### config.mk
export PLATFORM = sky130hd
export DESIGN_NAME = als_lux_converter
export DESIGN_NICKNAME = d
export VERILOG_FILES = /design/src/design/alc_pkg.sv /design/src/design/als_lux_converter.sv /design/src/design/alc_front.sv /design/src/design/alc_cell.sv
export SDC_FILE = /design/constraint.sdc
export NUM_CORES = 2
export LEC_CHECK = 0
export ABC_AREA = 0
export BUFFER_PORTS_ARGS = -buffer_cell sky130_fd_sc_hd__buf_2
export CAP_MARGIN = 25
export CORE_MARGIN = 2
export CORE_UTILIZATION = 32
export CTS_CLUSTER_SIZE = 30
export DETAILED_ROUTE_END_ITERATION = 16
export GPL_TIMING_DRIVEN = 0
export PLACE_DENSITY = 0.51
export SYNTH_ARGS = -nofsm -noshare
export SYNTH_HDL_FRONTEND = slang
export SYNTH_SLANG_ARGS = --single-unit
### constraint.sdc
create_clock -name clk_i -period 9.7 [get_ports clk_i]
set_clock_uncertainty 0.15 [all_clocks]
set_input_delay 2.91 -clock clk_i [delete_from_list [all_inputs] [get_ports clk_i]]
set_output_delay 2.91 -clock clk_i [all_outputs]
set_load 0.01 [all_outputs]
### src/design/alc_pkg.sv
// alc_pkg: shared types, widths, constants and helper functions for the lux converter
// no dependencies; imported by every module of the block
`timescale 1ns / 1ps

package alc_pkg;

  localparam int unsigned CNT_W          = 16;
  localparam int unsigned CFG_W          = 3;
  localparam int unsigned CFG_IDX_W      = 1;
  localparam int unsigned LUX_W          = 26;
  localparam int unsigned COEF_FRAC_BITS = 16;
  localparam int unsigned OUT_FRAC_BITS  = 8;

  localparam int unsigned COEF_W = COEF_FRAC_BITS + 3;
  localparam int unsigned PROD_W = COEF_W + CNT_W;
  localparam int unsigned SUM_W  = PROD_W + 1;
  localparam int unsigned X_W    = SUM_W + OUT_FRAC_BITS + 1;
  localparam int unsigned Y_W    = X_W - COEF_FRAC_BITS;
  localparam int unsigned CELLS  = Y_W;

  localparam int unsigned GAIN_W = 7;
  localparam int unsigned DIV_W  = 9;
  localparam int unsigned CMP_W  = CNT_W + 8;

  localparam int unsigned RATIO_SCALE = 100;
  localparam int unsigned RATIO_T0    = 45;
  localparam int unsigned RATIO_T1    = 64;
  localparam int unsigned RATIO_T2    = 85;

  localparam logic [CFG_W-1:0] UNITS_MIN = CFG_W'(1);
  localparam logic [CFG_W-1:0] UNITS_MAX = CFG_W'(4);

  localparam logic [CFG_IDX_W-1:0] CFG_GAIN  = CFG_IDX_W'(0);
  localparam logic [CFG_IDX_W-1:0] CFG_UNITS = CFG_IDX_W'(1);

  localparam logic [CFG_W-1:0] GAIN_RST  = CFG_W'(0);
  localparam logic [CFG_W-1:0] UNITS_RST = CFG_W'(1);

  localparam longint unsigned LUX_MAX = (64'd1 << LUX_W) - 64'd1;

  // coefficients rounded half up to COEF_FRAC_BITS
  localparam longint unsigned CA_L = ((64'd17743 << COEF_FRAC_BITS) + 64'd5000) / 64'd10000;
  localparam longint unsigned CB_L = ((64'd11059 << COEF_FRAC_BITS) + 64'd5000) / 64'd10000;
  localparam longint unsigned CA_M = ((64'd42785 << COEF_FRAC_BITS) + 64'd5000) / 64'd10000;
  localparam longint unsigned CB_M = ((64'd19548 << COEF_FRAC_BITS) + 64'd5000) / 64'd10000;
  localparam longint unsigned CA_H = ((64'd5926 << COEF_FRAC_BITS) + 64'd5000) / 64'd10000;
  localparam longint unsigned CB_H = ((64'd1185 << COEF_FRAC_BITS) + 64'd5000) / 64'd10000;

  typedef enum logic [1:0] {
    REG_LOW  = 2'd0,
    REG_MID  = 2'd1,
    REG_HIGH = 2'd2,
    REG_OUT  = 2'd3
  } alc_region_e;

  typedef enum logic [CFG_W-1:0] {
    GAIN_1X  = 3'd0,
    GAIN_2X  = 3'd1,
    GAIN_4X  = 3'd2,
    GAIN_8X  = 3'd3,
    GAIN_48X = 3'd4,
    GAIN_96X = 3'd5
  } alc_gain_e;

  typedef struct packed {
    logic [DIV_W-1:0] rem;
    logic [Y_W-1:0]   num;
    alc_region_e      region;
  } alc_cell_t;

  function automatic logic [GAIN_W-1:0] gain_mult(logic [CFG_W-1:0] code);
    logic [GAIN_W-1:0] g;
    unique case (code)
      GAIN_1X:  g = GAIN_W'(1);
      GAIN_2X:  g = GAIN_W'(2);
      GAIN_4X:  g = GAIN_W'(4);
      GAIN_8X:  g = GAIN_W'(8);
      GAIN_48X: g = GAIN_W'(48);
      default:  g = GAIN_W'(96);
    endcase
    return g;
  endfunction

  function automatic logic [CFG_W-1:0] units_eff(logic [CFG_W-1:0] code);
    logic [CFG_W-1:0] u;
    if (code < UNITS_MIN) begin
      u = UNITS_MIN;
    end else if (code > UNITS_MAX) begin
      u = UNITS_MAX;
    end else begin
      u = code;
    end
    return u;
  endfunction

endpackage

### src/design/als_lux_converter.sv
// als_lux_converter: top level, config registers, front stages, divider cell chain, output register
// depends on alc_pkg, alc_front, alc_cell
//
//   channel  direction  handshake                 payload
//   in       request    in_valid_i / in_stall_o   visible_ir_count_i, ir_count_i
//   out      result     out_valid_o / out_stall_i lux_q8_o, region_o
//   cfg      write      cfg_valid_i / cfg_ready_o cfg_index_i, cfg_data_i
//
// one request per cycle sustained while out_stall_i is low; 4 front stages, 29 divider
// cells at one quotient bit each, 1 output register
// reset clears all stage valid bits and sets gain 1x, one integration unit
// each stage advances when the next one has room; in_stall_o rises only when
// every stage holds a request and out_stall_i is high
`timescale 1ns / 1ps

module als_lux_converter
  import alc_pkg::*;
(
  input  logic                 clk_i,
  input  logic                 rst_ni,
  input  logic                 in_valid_i,
  output logic                 in_stall_o,
  input  logic [CNT_W-1:0]     visible_ir_count_i,
  input  logic [CNT_W-1:0]     ir_count_i,
  output logic                 out_valid_o,
  input  logic                 out_stall_i,
  output logic [LUX_W-1:0]     lux_q8_o,
  output logic [1:0]           region_o,
  input  logic                 cfg_valid_i,
  output logic                 cfg_ready_o,
  input  logic [CFG_IDX_W-1:0] cfg_index_i,
  input  logic [CFG_W-1:0]     cfg_data_i
);

  localparam int unsigned SAT_W = Y_W + LUX_W;

  logic [CFG_W-1:0] gain_q, units_q;
  logic [GAIN_W+CFG_W-1:0] div_prod;
  logic [DIV_W-1:0] divisor;

  logic              fr_ready, fr_valid;
  logic [Y_W-1:0]    fr_y;
  alc_region_e       fr_region;

  logic      cv   [CELLS+1];
  logic      cr   [CELLS+1];
  alc_cell_t cd   [CELLS+1];

  logic              out_valid_q, out_ready;
  logic [LUX_W-1:0]  lux_q, lux_d;
  alc_region_e       region_q;
  logic [Y_W-1:0]    quot;

  assign cfg_ready_o = 1'b1;

  always_ff @(posedge clk_i or negedge rst_ni) begin
    if (!rst_ni) begin
      gain_q  <= GAIN_RST;
      units_q <= UNITS_RST;
    end else if (cfg_valid_i && cfg_ready_o) begin
      unique case (cfg_index_i)
        CFG_GAIN:  gain_q  <= cfg_data_i;
        CFG_UNITS: units_q <= cfg_data_i;
        default:   ;
      endcase
    end
  end

  always_comb begin
    div_prod = (GAIN_W + CFG_W)'(gain_mult(gain_q)) * (GAIN_W + CFG_W)'(units_eff(units_q));
    divisor  = div_prod[DIV_W-1:0];
  end

  alc_front u_front (
    .clk_i      (clk_i),
    .rst_ni     (rst_ni),
    .divisor_i  (divisor),
    .up_valid_i (in_valid_i),
    .up_ready_o (fr_ready),
    .c0_i       (visible_ir_count_i),
    .c1_i       (ir_count_i),
    .dn_valid_o (fr_valid),
    .dn_ready_i (cr[0]),
    .y_o        (fr_y),
    .region_o   (fr_region)
  );

  assign in_stall_o = !fr_ready;

  always_comb begin
    cv[0]        = fr_valid;
    cd[0].rem    = '0;
    cd[0].num    = fr_y;
    cd[0].region = fr_region;
  end

  for (genvar i = 0; i < CELLS; i++) begin : g_cell
    alc_cell u_cell (
      .clk_i      (clk_i),
      .rst_ni     (rst_ni),
      .divisor_i  (divisor),
      .up_valid_i (cv[i]),
      .up_ready_o (cr[i]),
      .up_data_i  (cd[i]),
      .dn_valid_o (cv[i+1]),
      .dn_ready_i (cr[i+1]),
      .dn_data_o  (cd[i+1])
    );
  end

  assign out_ready  = !out_valid_q || !out_stall_i;
  assign cr[CELLS]  = out_ready;

  always_comb begin
    quot = cd[CELLS].num;
    if (cd[CELLS].region == REG_OUT) begin
      lux_d = '0;
    end else if (SAT_W'(quot) > SAT_W'(LUX_MAX)) begin
      lux_d = LUX_W'(LUX_MAX);
    end else begin
      lux_d = LUX_W'(quot);
    end
  end

  always_ff @(posedge clk_i or negedge rst_ni) begin
    if (!rst_ni) begin
      out_valid_q <= 1'b0;
    end else if (out_ready) begin
      out_valid_q <= cv[CELLS];
    end
  end

  always_ff @(posedge clk_i) begin
    if (out_ready && cv[CELLS]) begin
      lux_q    <= lux_d;
      region_q <= cd[CELLS].region;
    end
  end

  assign out_valid_o = out_valid_q;
  assign lux_q8_o    = lux_q;
  assign region_o    = region_q;

`ifndef SYNTH
  a_out_region_no_lux: assert property (@(posedge clk_i) disable iff (!rst_ni)
    (out_valid_o && region_o == REG_OUT) |-> (lux_q8_o == '0))
    else $error("out-of-range region with nonzero lux");

  a_divisor_nonzero: assert property (@(posedge clk_i) disable iff (!rst_ni)
    (divisor != '0) && (divisor <= DIV_W'(384)))
    else $error("gain times integration outside its range");
`endif

endmodule

### src/design/alc_front.sv
// alc_front: ratio classification, coefficient products, combination and rounding
// four handshaked stages; depends on alc_pkg
`timescale 1ns / 1ps

module alc_front
  import alc_pkg::*;
(
  input  logic               clk_i,
  input  logic               rst_ni,
  input  logic [DIV_W-1:0]   divisor_i,
  input  logic               up_valid_i,
  output logic               up_ready_o,
  input  logic [CNT_W-1:0]   c0_i,
  input  logic [CNT_W-1:0]   c1_i,
  output logic               dn_valid_o,
  input  logic               dn_ready_i,
  output logic [Y_W-1:0]     y_o,
  output alc_region_e        region_o
);

  logic v1_q, v2_q, v3_q, v4_q;
  logic r1, r2, r3, r4;

  logic [CNT_W-1:0] c0_1_q, c1_1_q;
  alc_region_e      reg_1_q, reg_2_q, reg_3_q, reg_4_q;
  logic [PROD_W-1:0] p0_q, p1_q;
  logic [SUM_W-1:0]  sum_q;
  logic [Y_W-1:0]    y_q;

  logic [CNT_W:0]   s_sum;
  logic [CMP_W-1:0] c1_x, s_t0, s_t1, s_t2;
  alc_region_e      reg_d;
  logic [COEF_W-1:0] ca, cb;
  logic [PROD_W-1:0] p0_d, p1_d;
  logic [SUM_W-1:0]  sum_d;
  logic [X_W-1:0]    x_d;

  assign r4 = !v4_q || dn_ready_i;
  assign r3 = !v3_q || r4;
  assign r2 = !v2_q || r3;
  assign r1 = !v1_q || r2;
  assign up_ready_o = r1;

  // ratio region by cross-multiplication
  always_comb begin
    s_sum = {1'b0, c0_i} + {1'b0, c1_i};
    c1_x  = CMP_W'(c1_i) * CMP_W'(RATIO_SCALE);
    s_t0  = CMP_W'(s_sum) * CMP_W'(RATIO_T0);
    s_t1  = CMP_W'(s_sum) * CMP_W'(RATIO_T1);
    s_t2  = CMP_W'(s_sum) * CMP_W'(RATIO_T2);
    if (s_sum == '0 || c1_x >= s_t2) begin
      reg_d = REG_OUT;
    end else if (c1_x < s_t0) begin
      reg_d = REG_LOW;
    end else if (c1_x < s_t1) begin
      reg_d = REG_MID;
    end else begin
      reg_d = REG_HIGH;
    end
  end

  always_comb begin
    case (reg_1_q)
      REG_LOW: begin
        ca = COEF_W'(CA_L);
        cb = COEF_W'(CB_L);
      end
      REG_MID: begin
        ca = COEF_W'(CA_M);
        cb = COEF_W'(CB_M);
      end
      REG_HIGH: begin
        ca = COEF_W'(CA_H);
        cb = COEF_W'(CB_H);
      end
      default: begin
        ca = '0;
        cb = '0;
      end
    endcase
    p0_d = PROD_W'(ca) * PROD_W'(c0_1_q);
    p1_d = PROD_W'(cb) * PROD_W'(c1_1_q);
  end

  // region mid subtracts, clamped at zero
  always_comb begin
    if (reg_2_q == REG_MID) begin
      sum_d = (p0_q > p1_q) ? SUM_W'(p0_q - p1_q) : '0;
    end else begin
      sum_d = SUM_W'(p0_q) + SUM_W'(p1_q);
    end
  end

  // half-divisor rounding term, then drop the coefficient fraction
  always_comb begin
    x_d = (X_W'(sum_q) << OUT_FRAC_BITS) + (X_W'(divisor_i) << (COEF_FRAC_BITS - 1));
  end

  always_ff @(posedge clk_i or negedge rst_ni) begin
    if (!rst_ni) begin
      v1_q <= 1'b0;
      v2_q <= 1'b0;
      v3_q <= 1'b0;
      v4_q <= 1'b0;
    end else begin
      if (r1) v1_q <= up_valid_i;
      if (r2) v2_q <= v1_q;
      if (r3) v3_q <= v2_q;
      if (r4) v4_q <= v3_q;
    end
  end

  always_ff @(posedge clk_i) begin
    if (r1 && up_valid_i) begin
      c0_1_q  <= c0_i;
      c1_1_q  <= c1_i;
      reg_1_q <= reg_d;
    end
    if (r2 && v1_q) begin
      p0_q    <= p0_d;
      p1_q    <= p1_d;
      reg_2_q <= reg_1_q;
    end
    if (r3 && v2_q) begin
      sum_q   <= sum_d;
      reg_3_q <= reg_2_q;
    end
    if (r4 && v3_q) begin
      y_q     <= x_d[X_W-1:COEF_FRAC_BITS];
      reg_4_q <= reg_3_q;
    end
  end

  assign dn_valid_o = v4_q;
  assign y_o        = y_q;
  assign region_o   = reg_4_q;

`ifndef SYNTH
  a_out_region_zero_sum: assert property (@(posedge clk_i) disable iff (!rst_ni)
    (v3_q && reg_3_q == REG_OUT) |-> (sum_q == '0))
    else $error("out-of-range region carries a nonzero sum");
`endif

endmodule

### src/design/alc_cell.sv
// alc_cell: one restoring division step, one quotient bit per cell
// handshaked register stage of the divider chain; depends on alc_pkg
`timescale 1ns / 1ps

module alc_cell
  import alc_pkg::*;
(
  input  logic             clk_i,
  input  logic             rst_ni,
  input  logic [DIV_W-1:0] divisor_i,
  input  logic             up_valid_i,
  output logic             up_ready_o,
  input  alc_cell_t        up_data_i,
  output logic             dn_valid_o,
  input  logic             dn_ready_i,
  output alc_cell_t        dn_data_o
);

  logic      v_q;
  alc_cell_t data_q, data_d;
  logic [DIV_W:0] trial;
  logic [DIV_W:0] diff;
  logic           take;

  assign up_ready_o = !v_q || dn_ready_i;

  always_comb begin
    trial = {up_data_i.rem, up_data_i.num[Y_W-1]};
    diff  = trial - {1'b0, divisor_i};
    take  = trial >= {1'b0, divisor_i};
    data_d.region = up_data_i.region;
    data_d.num    = {up_data_i.num[Y_W-2:0], take};
    data_d.rem    = take ? diff[DIV_W-1:0] : trial[DIV_W-1:0];
  end

  always_ff @(posedge clk_i or negedge rst_ni) begin
    if (!rst_ni) begin
      v_q <= 1'b0;
    end else if (up_ready_o) begin
      v_q <= up_valid_i;
    end
  end

  always_ff @(posedge clk_i) begin
    if (up_ready_o && up_valid_i) begin
      data_q <= data_d;
    end
  end

  assign dn_valid_o = v_q;
  assign dn_data_o  = data_q;

`ifndef SYNTH
  a_rem_below_divisor: assert property (@(posedge clk_i) disable iff (!rst_ni)
    v_q |-> (data_q.rem < divisor_i))
    else $error("partial remainder not below divisor");
`endif

endmodule
## After elaboration in Yosys (flattened, before gate mapping)

Index checks and enable logic that the tools add are counted.

| storage, ports and cells | value |
|---|---|
| register bits | 1,394 |
| input port bits | 41 |
| output and inout port bits | 31 |
| word-level logic and storage cells | 366 |

| cells by class | value |
|---|---|
| add/sub/neg operators | 32 |
| $mul | 6 |
| $lt $le $gt $ge | 36 |
| eq/ne operators | 8 |
| muxes and demuxes | 38 |
| bitwise operators | 1 |
| reductions and logical operators | 110 |

Operator list:

| cell | count |
|---|---|
| $ge 10x9->1 | 28 |
| $mux 9 | 27 |
| $sub 9x9->9 | 27 |
| $mux 36 | 2 |
| $pmux 19 s3 | 1 |
| $pmux 17 s3 | 1 |
| $lt 23x23->1 | 2 |
| $add 44x24->45 | 1 |
| $add 35x35->36 | 1 |
| $logic_not 1->1 | 36 |
| $sub 35x35->36 | 1 |
| $gt 35x35->1 | 1 |
| $logic_or 1x1->1 | 35 |
| $mul 19x16->35 | 1 |
| $pmux 7 s5 | 1 |
| $logic_and 1x1->1 | 34 |
| $mul 17x16->33 | 1 |
| $gt 29x26->1 const B | 1 |
| $mux 26 | 1 |
| $ge 23x24->1 | 1 |
| $mul 17x7->24 const B | 1 |
| $mul 17x6->23 const B | 1 |
| $mul 16x5->21 const B | 1 |
| $add 16x16->17 | 1 |
| 18 further kinds | 24 |

## Depth between registers and ports, before layout

| depth | value |
|---|---|
| depth after elaboration | 36 |
| mapped depth | 34 |
| gate-level depth less buffers | 34 |

## Cells and area by module

A second synthesis with hierarchy kept.

| second synthesis, totals | value |
|---|---|
| cell total of the unflattened synthesis | 7,217 |
| area, all modules | 89,583.4 µm² |

By module, submodules not included:

| module | instances | cells each | area an instance (µm²) | sequential area each (µm²) |
|---|---|---|---|---|
| alc_cell | 29 | 130 | 1,918.1 | 1,226.2 |
| alc_front | 1 | 3,286 | 32,017.0 | 5,114.9 |
| als_lux_converter | 1 | 161 | 1,941.9 | 1,017.2 |

## Least setup slack after synthesis

OpenSTA, ideal clock, no wires.

| timing path | value |
|---|---|
| path kind | input to register |
| from | input port visible_ir_count_i[0] |
| to | register u_front.reg_1_q[0], data pin |
| setup time | 0.260 ns |
| arrival time | 9.158 ns |
| required time | 9.290 ns |
| setup slack | 0.132 ns |
| cell stages on the path | 33 |
| buffers on the path | 0 |
| path through | ha_1 -> inv_1 -> fa_1 -> nand2b_1 -> a21o_1 -> a21oi_1 -> o21a_1 -> nor2_1 -> xor2_1 -> inv_1 -> ha_1 -> inv_1 -> fa_1 -> fa_1 -> inv_1 -> ha_1 -> nand2_1 -> o21ai_1 -> o41ai_1 -> o21ai_1 -> or4_1 -> o311a_1 -> a41oi_1 -> nor2b_1 -> xor2_1 -> ha_1 -> nand4_1 -> a2111oi_0 -> a211oi_1 -> o21ai_0 -> a21oi_1 -> nand2b_1 -> nand3_1 |

| on the way | value |
|---|---|
| longest elaborated chain between the ends | 4 |
| elaborated cells on any way between the ends | 10 |
| those cells by class | add/sub: 1; mul: 2; order compare: 3; mux: 2; reduce/logical: 2 |

Ends and longest elaborated chain:

| what | line | text |
|---|---|---|
| start, declared | als_lux_converter.sv:23 | `input logic [CNT_W-1:0] visible_ir_count_i,` |
| $add 16x16->17 * | alc_front.sv:46 | `s_sum = {1'b0, c0_i} + {1'b0, c1_i};` |
| $mul 17x6->23, or another cell as far along | alc_front.sv:48 | `s_t0 = CMP_W'(s_sum) * CMP_W'(RATIO_T0);` |
| $lt 23x23->1, or another cell as far along | alc_front.sv:53 | `end else if (c1_x < s_t0) begin` |
| $mux 2 or $logic_or 1x1->1 (tied branches) | alc_front.sv:53, alc_front.sv:51 |  |
| end signal, assigned | alc_front.sv:117 | `reg_1_q <= reg_d;` |
| end, declared | alc_front.sv:25 | `alc_region_e reg_1_q, reg_2_q, reg_3_q, reg_4_q;` |

Mark *: on every way between the ends. The rest lies on a longest branch, timed or not.
A chain may end at the register's enable or synchronous reset.

## Worst setup path in the final report

| timing path | value |
|---|---|
| from | input port ir_count_i[0] |
| to | register u_front.reg_1_q[1], data pin |

| on the way | value |
|---|---|
| longest elaborated chain between the ends | 4 |
| elaborated cells on any way between the ends | 11 |
| those cells by class | add/sub: 1; mul: 3; order compare: 3; mux: 2; reduce/logical: 2 |

Ends and longest elaborated chain:

| what | line | text |
|---|---|---|
| start, declared | als_lux_converter.sv:24 | `input logic [CNT_W-1:0] ir_count_i,` |
| $add 16x16->17 or $mul 16x5->21 (tied branches) | alc_front.sv:46, alc_front.sv:47 |  |
| $mul 17x6->23, or another cell as far along | alc_front.sv:48 |  |
| $lt 23x23->1, or another cell as far along | alc_front.sv:53 |  |
| $mux 2 or $logic_or 1x1->1 (tied branches) | alc_front.sv:53, alc_front.sv:51 |  |

Parallel ways exist; a longest one is shown, timed or not.

==> results.sh <==
export IMPL_pin_count=72
export IMPL_hp_start="g_cell[18].u_cell.dn_data_o[15]"
export IMPL_status="complete, no violations"
export IMPL_insertion_delay_ps=770
export IMPL_drv_cap=0
export IMPL_synthCells=6482
export IMPL_final_cells=10200
export IMPL_synth_edf_count=1344
export IMPL_cts_buffer_depth=3
export IMPL_yosys_warnings=0
export IMPL_worstMarginPinSlew_ps=949
export IMPL_grt_pass1_wl_um=281000
export IMPL_drt_initial_drc_count=2761
export IMPL_fp_dieH_um=508
export IMPL_grt_ovfl_total=0
export IMPL_crit_top_cell="ha_1"
export IMPL_drv_slew=0
export IMPL_timing_critical_path_from="ir_count_i[0]"
export IMPL_h_tree_depth=4
export IMPL_rows=184
export IMPL_path_clk_slew_ps=60
export IMPL_n_fill_cell=24200
export IMPL_yosysSeqAreaShare_pct=51.0
export IMPL_synth_ff_latch_count=1384
export IMPL_ys_flop_type="edfxtp_1"
export IMPL_synth_async_reset_ratio_pct=2.89
export IMPL_drc_errors=0
export IMPL_core_mm2=0.252
export IMPL_cp_start_kind="input port"
export IMPL_track_usage_pct=13.9
export IMPL_start_util_pct=32.2
export IMPL_cp_top_family="adder cells"
export IMPL_antenna_found_initial=4
export IMPL_hpwl_um=141000
export IMPL_postRouteAntennaNets=0
export IMPL_drt_pass1_iterations=5
export IMPL_drive_above_1_share_pct=7.48
export IMPL_max_freq_mhz=106
export IMPL_crit_required_ps=10140
export IMPL_hold_viol=0
export IMPL_synthDistinctLibCells=93
export IMPL_end_kind="flop"
export IMPL_dp_cells=9952
export IMPL_routed_wl_um=178000
export IMPL_crit_fanout=5
export IMPL_numCtsBuffers=143
export IMPL_setup_viol=0
export IMPL_critical_path_class="input port to flop"
export IMPL_slowest_stage="fa_1"
export IMPL_first_global_vias=50300
export IMPL_crit_arrival_ps=9880
export IMPL_syn_num_nets=7786
export IMPL_die_area_mm2=0.258
export IMPL_cp_num_buf_inv=5
export IMPL_r2r_start="u_front.reg_1_q[0]"
export IMPL_dieWidth_um=508
export IMPL_r2r_slack_ps=330
export IMPL_relSlewSlack_pct=36.7
export IMPL_syn_avg_cell_area_um2=12.5
export IMPL_grt_max_degree=41
export IMPL_hold_class="flop to flop"
export IMPL_avgViaCountPerCell=4.68
export IMPL_cts_root_buf="clkbuf_16"
export IMPL_portBuffers=70
export IMPL_vias=47900
export IMPL_nNetsFinal=8072
export IMPL_period_needed_ps=9430
export IMPL_wl_per_cell_um=17.4
export IMPL_cts_hold_buf=0
export IMPL_cts_sinks=1384
export IMPL_min_period_over_period_pct=97.2
export IMPL_max_stage_delay_ps=540
export IMPL_cts_tree="built"
export IMPL_place_congestion=0.887
export IMPL_syn_to_final_growth_pct=13.6
export IMPL_synthesis_area_mm2=0.0812
-- final cells by class --
type	instances	area, um2	area share (%)
inverter	909	3410	3.70
sequential	1384	41400	44.8
timing repair buffer	141	1540	1.67
multi-input combinational	4106	36500	39.6
tap	3348	4190	4.54
clock buffer	172	3690	4.00
buffer	83	325	0.353
clock inverter	89	1180	1.28
antenna	2	5.00	0.00543
-- flip-flops by register name (all words and copies together), names as in the netlist, 2 cells and up --
register / flops
u_front.c0_1_q: 16
gain_q: 3
g_cell.u_cell.dn_valid_o: 29
g_cell.u_cell.dn_data_o: 1151
units_q: 3
region_o: 2
lux_q8_o: 26
u_front.sum_q: 29
u_front.y_o: 29
u_front.reg_3_q: 2
u_front.c1_1_q: 16
u_front.region_o: 2
u_front.p0_q: 35
u_front.p1_q: 32
u_front.reg_1_q: 2
u_front.reg_2_q: 2
-- path summary, 6_finish.rpt --
path,cells after the start,to
setup / recovery,28,u_front.reg_1_q[1]
hold / removal,0,g_cell[19].u_cell.dn_data_o[16]
setup reg to reg,26,u_front.p1_q[29]
hold reg to reg,0,g_cell[19].u_cell.dn_data_o[16]
max in group asynchronous,2,units_q[0]
min in group asynchronous,1,out_valid_o
-- cell families (layout without fill, tap and decap cells) --
| kind of cell | count (synthesis) | count (layout) | share of synthesized area (%) |
|---|---|---|---|
| AND/OR/NAND/NOR | 1332 | 1332 | 7.98 |
| other | 1 | 3 | 0.00462 |
| flip-flops | 1384 | 1384 | 51.0 |
| AO/OA/AOI/OAI | 1177 | 1177 | 9.14 |
| XOR/XNOR | 288 | 288 | 3.11 |
| buffers and inverters | 992 | 1394 | 4.60 |
| adder cells (fa/ha/maj) | 1263 | 1263 | 23.6 |
| multiplexers | 45 | 45 | 0.606 |
-- Yosys cell counts (all sizes together) (112+ instances only) --
| cell | count | area (um2) |
|---|---|---|
| a21o | 127 | 955 |
| a21oi | 344 | 1730 |
| and2 | 157 | 982 |
| edfxtp | 1344 | 40400 |
| fa | 447 | 8950 |
| ha | 816 | 10200 |
| inv | 909 | 3410 |
| nand2 | 396 | 1490 |
| nor2 | 318 | 1190 |
| nor2b | 112 | 701 |
| o21ai | 309 | 1550 |
| xnor2 | 213 | 1870 |
-- worst register-to-register path: stages (launching register included) --
cell      delay (ps)
edfxtp_1         550
inv_1            140
clkbuf_1         300
buf_8            220
ha_1             230
nor2_1           150
nor2_1           360
buf_6            210
clkbuf_1         600
nand2_1          350
fa_1             610
inv_1             50
ha_1             240
fa_1             570
fa_1             450
fa_1             540
fa_1             560
ha_1             400
o21a_1           140
o21a_1           190
o21ai_0          120
o21ai_0          330
nand2_1          180
a311oi_1         610
a31oi_1          160
o21bai_1         180
xor2_1           490
-- repair_timing --
action                                  CTS  global route
pin swaps                                 3            14
endpoints found under the setup margin    2             5
buffers inserted                          6            11
resized for setup                        16            34
cloned                                    0             0
-- through the flow --
stage          TNS, ps  util (%)  hold WS (ps)  cell area (um2)  setup slack [ps]
2_1_floorplan        0         -           250            81200               132
3_3_place_gp    -32770      34.0           251            85700             -1860
3_5_place_dp     -3680      34.5           255            86900             -1840
4_1_cts              0      36.5           212            91900              39.1
5_1_grt          -95.3      36.6           221            92200             -49.9
6_report             0      36.6           218            92200               267
-- per-layer routing --
metal | vias to the layer above | track usage [%] | part of all wire (%)
met3 | 241 | 2.01 | 3.2
met1 | 23500 | 16.9 | 42
met2 | 783 | 25.4 | 52
li1 | 23400 | - | -
met5 | - | 0 | 0
met4 | 0 | 4.02 | 2.8
-- cell usage in the layout, fill, tap and decap left out, drive strengths merged, types with 23 or more instances in the layout --
cell / Yosys / layout
edfxtp: 1344 / 1344
inv: 909 / 916
ha: 816 / 816
fa: 447 / 447
nand2: 396 / 396
a21oi: 344 / 344
nor2: 318 / 318
o21ai: 309 / 309
clkbuf: 78 / 250
xnor2: 213 / 213
and2: 157 / 157
buf: 5 / 146
a21o: 127 / 127
nor2b: 112 / 112
nand2b: 75 / 75
xor2: 75 / 75
o21a: 65 / 65
nand3: 60 / 60
o21bai: 60 / 60
nand4: 58 / 58
clkinv: 0 / 57
o31ai: 56 / 56
nor3: 46 / 46
and3: 42 / 42
dfrtp: 39 / 39
a211oi: 37 / 37
mux2: 33 / 33
a21boi: 29 / 29
o22ai: 23 / 23
Power is not shown: default switching activity piles up to over one toggle a cycle in this logic, so the estimate is an artifact.
